File: config.mk
export PLATFORM = sky130hd
export DESIGN_NAME = tli_div
export DESIGN_NICKNAME = d
export VERILOG_FILES = /design/src/rtl/tli_pkg.sv /design/src/rtl/tli_div.sv
export SDC_FILE = /design/constraint.sdc
export NUM_CORES = 1
export LEC_CHECK = 0
export BUFFER_PORTS_ARGS = -buffer_cell sky130_fd_sc_hd__buf_2
export CAP_MARGIN = 15
export CORE_AREA = 2 2 180 182
export CTS_BUF_LIST = sky130_fd_sc_hd__clkbuf_8
export CTS_CLUSTER_SIZE = 10
export DETAILED_ROUTE_END_ITERATION = 12
export DIE_AREA = 0 0 182 184
export GPL_TIMING_DRIVEN = 0
export HOLD_SLACK_MARGIN = 0.1
export PLACE_DENSITY_LB_ADDON = 0.15
export SKIP_CTS_REPAIR_TIMING = 1
export SLEW_MARGIN = 10
export SYNTH_ARGS = -nofsm -noshare
export SYNTH_HDL_FRONTEND = slang
export SYNTH_SLANG_ARGS = --single-unit
File: constraint.sdc
create_clock -name i_clk -period 3.4 [get_ports i_clk]
set_clock_uncertainty 0.1 [all_clocks]
set_input_delay 0.34 -clock i_clk [delete_from_list [all_inputs] [get_ports i_clk]]
set_output_delay 0.34 -clock i_clk [all_outputs]
set_load 0.02 [all_outputs]
File: src/rtl/tli_pkg.sv
// shared constants and types for the table interpolation block
package tli_pkg;

    localparam int TableDepth = 256;
    localparam int IdxW       = $clog2(TableDepth);
    localparam int CntW       = IdxW + 1;

    localparam logic ActLoad  = 1'b0;
    localparam logic ActQuery = 1'b1;

    localparam logic [1:0] StatInside = 2'd0;
    localparam logic [1:0] StatBelow  = 2'd1;
    localparam logic [1:0] StatAbove  = 2'd2;

    // divider request: unsigned dividend over unsigned divisor
    typedef struct packed {
        logic        go;
        logic [63:0] num;
        logic [32:0] den;
    } t_div_req;

    typedef struct packed {
        logic        done;
        logic [63:0] quo;
        logic        rem_nz;
    } t_div_rsp;

endpackage

File: src/rtl/tli_div.sv
// radix-2 restoring divider, one quotient bit per cycle
module tli_div (
    input  logic             i_clk,
    input  logic             i_rst_n,
    input  tli_pkg::t_div_req i_req,
    output tli_pkg::t_div_rsp o_rsp
);

    logic [63:0] r_quo, n_quo;
    logic [33:0] r_rem, n_rem;
    logic [32:0] r_den, n_den;
    logic [6:0]  r_cnt, n_cnt;
    logic        r_busy, n_busy;
    logic        r_done, n_done;
    logic [33:0] shifted;
    logic [34:0] diff;

    always_comb begin
        shifted = {r_rem[32:0], r_quo[63]};
        diff    = {1'b0, shifted} - {2'b00, r_den};
        n_quo   = r_quo;
        n_rem   = r_rem;
        n_den   = r_den;
        n_cnt   = r_cnt;
        n_busy  = r_busy;
        n_done  = 1'b0;
        if (i_req.go) begin
            n_quo  = i_req.num;
            n_rem  = '0;
            n_den  = i_req.den;
            n_cnt  = 7'd64;
            n_busy = 1'b1;
        end else if (r_busy) begin
            if (!diff[34]) begin
                n_rem = diff[33:0];
                n_quo = {r_quo[62:0], 1'b1};
            end else begin
                n_rem = shifted;
                n_quo = {r_quo[62:0], 1'b0};
            end
            n_cnt = r_cnt - 7'd1;
            if (r_cnt == 7'd1) begin
                n_busy = 1'b0;
                n_done = 1'b1;
            end
        end
    end

    always_ff @(posedge i_clk) begin
        if (!i_rst_n) begin
            r_busy <= 1'b0;
            r_done <= 1'b0;
            r_cnt  <= '0;
        end else begin
            r_busy <= n_busy;
            r_done <= n_done;
            r_cnt  <= n_cnt;
        end
        r_quo <= n_quo;
        r_rem <= n_rem;
        r_den <= n_den;
    end

    assign o_rsp.done   = r_done;
    assign o_rsp.quo    = r_quo;
    assign o_rsp.rem_nz = (r_rem != '0);

endmodule

==> Word-level counts from Yosys, hierarchy flattened <==
Index checks and enable logic that the tools add are counted.
Widths: inputs -> output; s select.
{ "word_totals": {"elab_cells": 26, "inputBits": 100, "output_inout_bits": 66, "regBits": 140} }
{ "op_classes": {"mux": 10, "add_sub_neg": 2, "bitwise_logic": 2, "n_reduce_logical": 4, "n_eq_ne": 1} }
{ "ops": {"columns": ["op", "n"], "rows": [
  ["$mux 64", 2],
  ["$sub 34x33->35", 1],
  ["$mux 34", 1],
  ["$reduce_bool 34->1", 1],
  ["$mux 7", 2],
  ["$eq 7x1->1 const B", 1],
  ["$sub 7x1->7 const B", 1],
  ["$mux 1", 5],
  ["$reduce_or 3->1", 1],
  ["$not 1->1", 2],
  ["$reduce_bool 2->1", 1],
  ["$reduce_or 2->1", 1]
]} }

==> Depth between registers and ports, before layout <==
{ "logic_depth": {"depth_word": 4, "depth_mapped": 14, "mapped_depth_nobuf": 12} }

==> Least setup slack after synthesis <==
No wires, ideal clock.
{ "synth_timing": {"kind": "flip-flop to flip-flop", "startpoint": "register r_quo[63]", "endpoint": "register r_quo[0] (data pin)", "path_stages_with_launch": 13, "setup_time_ns": 0.260, "required_time_ns": 3.040, "arrival_time_ns": 2.784, "path_buffers": 1, "setup_slack_ns": 0.257, "period_less_slack_ns": 3.143, "cell_sequence": "edfxtp_1 > inv_1 > ha_1 > inv_1 > fa_1 > a211oi_2 > o21bai_1 > a21oi_2 > o211ai_4 > a32oi_4 > o311ai_4 > buf_6 > mux2_2"} }
{ "synth_between": {"elab_chain_cells": 4} }
{ "synth_lines": {"columns": ["element", "line", "rtl"], "rows": [
  ["start: declaration", "tli_div.sv:9", "logic [63:0] r_quo, n_quo;"],
  ["start signal: assignment", "tli_div.sv:59", "r_quo <= n_quo;"],
  ["$sub 34x33->35", "tli_div.sv:20", "diff = {1'b0, shifted} - {2'b00, r_den};"],
  ["$mux 1", "tli_div.sv:34", "if (!diff[34]) begin"],
  ["$mux 64", "tli_div.sv:33", "end else if (r_busy) begin"],
  ["$mux 64", "tli_div.sv:27", "if (i_req.go) begin"],
  ["named net n_quo[0]", "tli_div.sv:9", null]
]} }
The timed path passes the listed nets, and every way through them passes these cells. The select of a mux whose other input is x is not followed.
A chain may end at the register's enable or synchronous reset.

==> Worst setup path after layout <==
Same ends and word-level chain as after synthesis.

==> reports/summary.txt <==
largest cells by area after synthesis -> edfxtp_1 37%, dfxtp_1 11%, mux2_2 9.4%, ha_1 5.6%, nand2_1 3.4%
Final Cell Area -> 10,700 um^2
critical path class -> flop to flop
Final ANT Viol Nets -> 0
layout cells sized above 1 -> 32.15%
Final Setup Violations -> 0
I/O pins -> 166
Switching Fraction -> 33.18%
CP Launch Point -> r_quo[63]$_DFFE_PP_
area delta synth->final -> 37.71%
crit end category -> flop
most numerous cell in the Yosys netlist -> edfxtp_1
top cell type by total area after synthesis -> edfxtp_1
routability cong. -> 0.7695
synth cell count leaders -> 97 x edfxtp_1, 70 x nand2_1, 65 x mux2_2, 60 x nor2_1, 43 x dfxtp_1
worst hold path class -> flop to flop
final design utilization -> 34.09%
CTS root buf -> clkbuf_8
setup tns final -> 0 ns
Cell Area, Synth -> 7770 um^2
async set-reset flop share out of synthesis -> 0%
Chip Height -> 184 um
Worst-Margin Slew -> 0.9661 ns
Clock Path Buffers -> 2
TritonCTS buffer count -> 17
Hold Vio Cnt, Final -> 0
Yosys cell types -> 73
Lkg Pwr -> 4.442 nW
CTS tree -> built
total grt overflow -> 0
clock insertion delay at the later pin of the skew report -> 0.48 ns
WL final -> 23,800 um
H-tree levels -> 4
Clock power frac -> 30.0%
Achievable Freq -> 0.3076 GHz
antenna violations before repair -> 0
CP required -> 3.51 ns
ANT cells -> 0
Yosys warning total -> 0
WP data arrival -> 3.36 ns
row count -> 65
dpl cells -> 1,271
Int Power -> 0.003135 W
die area -> 33,490 um^2
Syn Nets -> 839
vias -> 6,486
Pwr Density -> 438.5 nW/um^2
P_sw -> 0.001557 W
top cell type's share of synthesized area -> 37.49%
flop and latch count out of synthesis -> 140
die width -> 182 um
Post-Syn Instances -> 703
period utilization -> 95.61%
final net count -> 1,137
reg-to-reg startpoint -> r_quo[63]$_DFFE_PP_
Overall Global Routing Usage -> 13.86%
Syn Area/Cell -> 11.05 um^2
Tmin final -> 3.251 ns
first-iteration detailed-routing DRC count -> 348
# fillers -> 3,218
status -> completed
Slew headroom -> 35.60%
RSZ-0062 raised after global routing -> yes
DRC viols -> 0
vias in the first global route -> 6,294
ys flop type -> edfxtp_1
Avg Vias per Cell -> 4.581
Max Slew Vio Count -> 0
CORE AREA -> 31,390 um^2
initial core utilization -> 24.75%
DR WL/cell -> 16.81 um
First-pass DRT Iterations -> 6
Max-Cap Viols -> 0
EDFF count, synth -> 97
Comb power frac -> 25.3%
Flop pwr share -> 44.7%
placed cell areas -> 9134 um^2
post-synthesis sequential area ratio -> 48.57%
worst vdd ir -> 253.1 uV
non-filler cells, final -> 1,416
CP Launch Type -> flop
DP Wirelength -> 16,540 um
CP Max Fanout -> 8
largest net degree at the start of global routing -> 50
hold path start -> r_cnt[1]$_SDFFE_PP0P_
Port Buffers -> 165
first-pass GRT wire length -> 35,620 um
CTS clock-pin slew for the worst setup and hold paths -> 0.10 ns
clk sinks -> 140
==> metal layers <==
layer / part of all wire [%] / vias up / GRT usage (%)
li1: - / 3223 / -
met1: 47 / 3091 / 17.72
met2: 46 / 162 / 22.17
met3: 5.7 / 10 / 5.032
met4: 0.82 / 0 / 3.613
met5: 0 / - / 0
==> power groups by stage <==
stage / registers (W) / clock network (W) / logic (W)
finish: 0.00210 / 0.00141 / 0.00119
CTS: 0.00210 / 0.00147 / 0.00108
detailed placement: 0.00213 / 0 / 0.00108
global placement: 0.00214 / 0 / 0.00108
floorplan: 0.00222 / 0 / 0.000638
global route: 0.00212 / 0.00154 / 0.00131
==> per-stage QoR <==
| step | power [W] | hold slack [ns] | setup slack, ns |
|---|---|---|---|
| floorplan | 0.002854 | 0.3389 | 0.2566 |
| global placement | 0.003218 | 0.3862 | -1.289 |
| detailed placement | 0.003210 | 0.3895 | -0.1506 |
| CTS | 0.004651 | -0.1161 | -0.1720 |
| global route | 0.004966 | 0.4315 | -0.04929 |
| finish | 0.004693 | 0.4078 | 0.1494 |
==> state kept, by name, summed over array words and instances (netlist names) <==
register  flops
r_cnt         7
r_den        33
r_quo        64
r_busy        1
r_rem        34
r_done        1
==> layout by cell type (no fill, tap or decap), types with 5 or more instances in the layout <==
cell type      count
a211oi_1           5
a21o_1            16
a21oi_1           30
a311oi_1          13
a311oi_2          11
and2_1             6
and3_1            17
buf_2            167
buf_4             14
clkbuf_1          17
clkbuf_8          17
dfxtp_1           43
dlygate4sd3_1     98
edfxtp_1          97
ha_1              34
inv_1             38
inv_6              7
mux2_2            65
nand2_1           64
nand3_1           11
nor2_1            60
nor2b_1            6
nor3_1             7
nor4_1            11
o21ai_0           22
xnor2_1           18
xor2_1            12
==> worst max-delay path, cell delays in order, from the launching register on <==
cell and delay [ns]:
edfxtp_1 0.39, inv_1 0.07, ha_2 0.18, inv_2 0.04, fa_2 0.38, a211oi_2 0.26, o21bai_1 0.13, a21oi_4 0.25
o211ai_4 0.14, a32oi_4 0.38, o311ai_4 0.20, buf_6 0.20, mux2_2 0.27
==> cell type report <==
type | count | area, um^2 | share of cell area (%)
Inverter | 40 | 150.1 | 1.403
Buffer | 29 | 168.9 | 1.579
Clock buffer | 17 | 234.0 | 2.187
Timing Repair Buffer | 279 | 1966 | 18.37
Clock inverter | 15 | 152.6 | 1.427
Multi-Input combinational cell | 494 | 3752 | 35.07
Sequential cell | 140 | 3774 | 35.27
Tap cell | 402 | 503.0 | 4.701
==> worst paths after layout <==
path | endpoint | slack [ns] | cells past startpoint
hold / removal | r_cnt[1]$_SDFFE_PP0P_ | 0.41 | 2
hold reg to reg | r_cnt[1]$_SDFFE_PP0P_ | 0.41 | 2
setup / recovery | r_quo[0]$_DFFE_PP_ | 0.15 | 12
setup reg to reg | r_quo[0]$_DFFE_PP_ | 0.15 | 12
==> kinds of logic after synthesis <==
family	after synthesis	share of synthesized area [%]
buffers and inverters	69	3.913
xor gates and xnor gates	30	3.382
adders and majority gates	36	5.894
DFF	140	48.57
AOI/OAI and AO/OA	148	15.28
and+or+nand+nor	212	13.16
muxes	68	9.807
(Power assumes the default switching activity.)
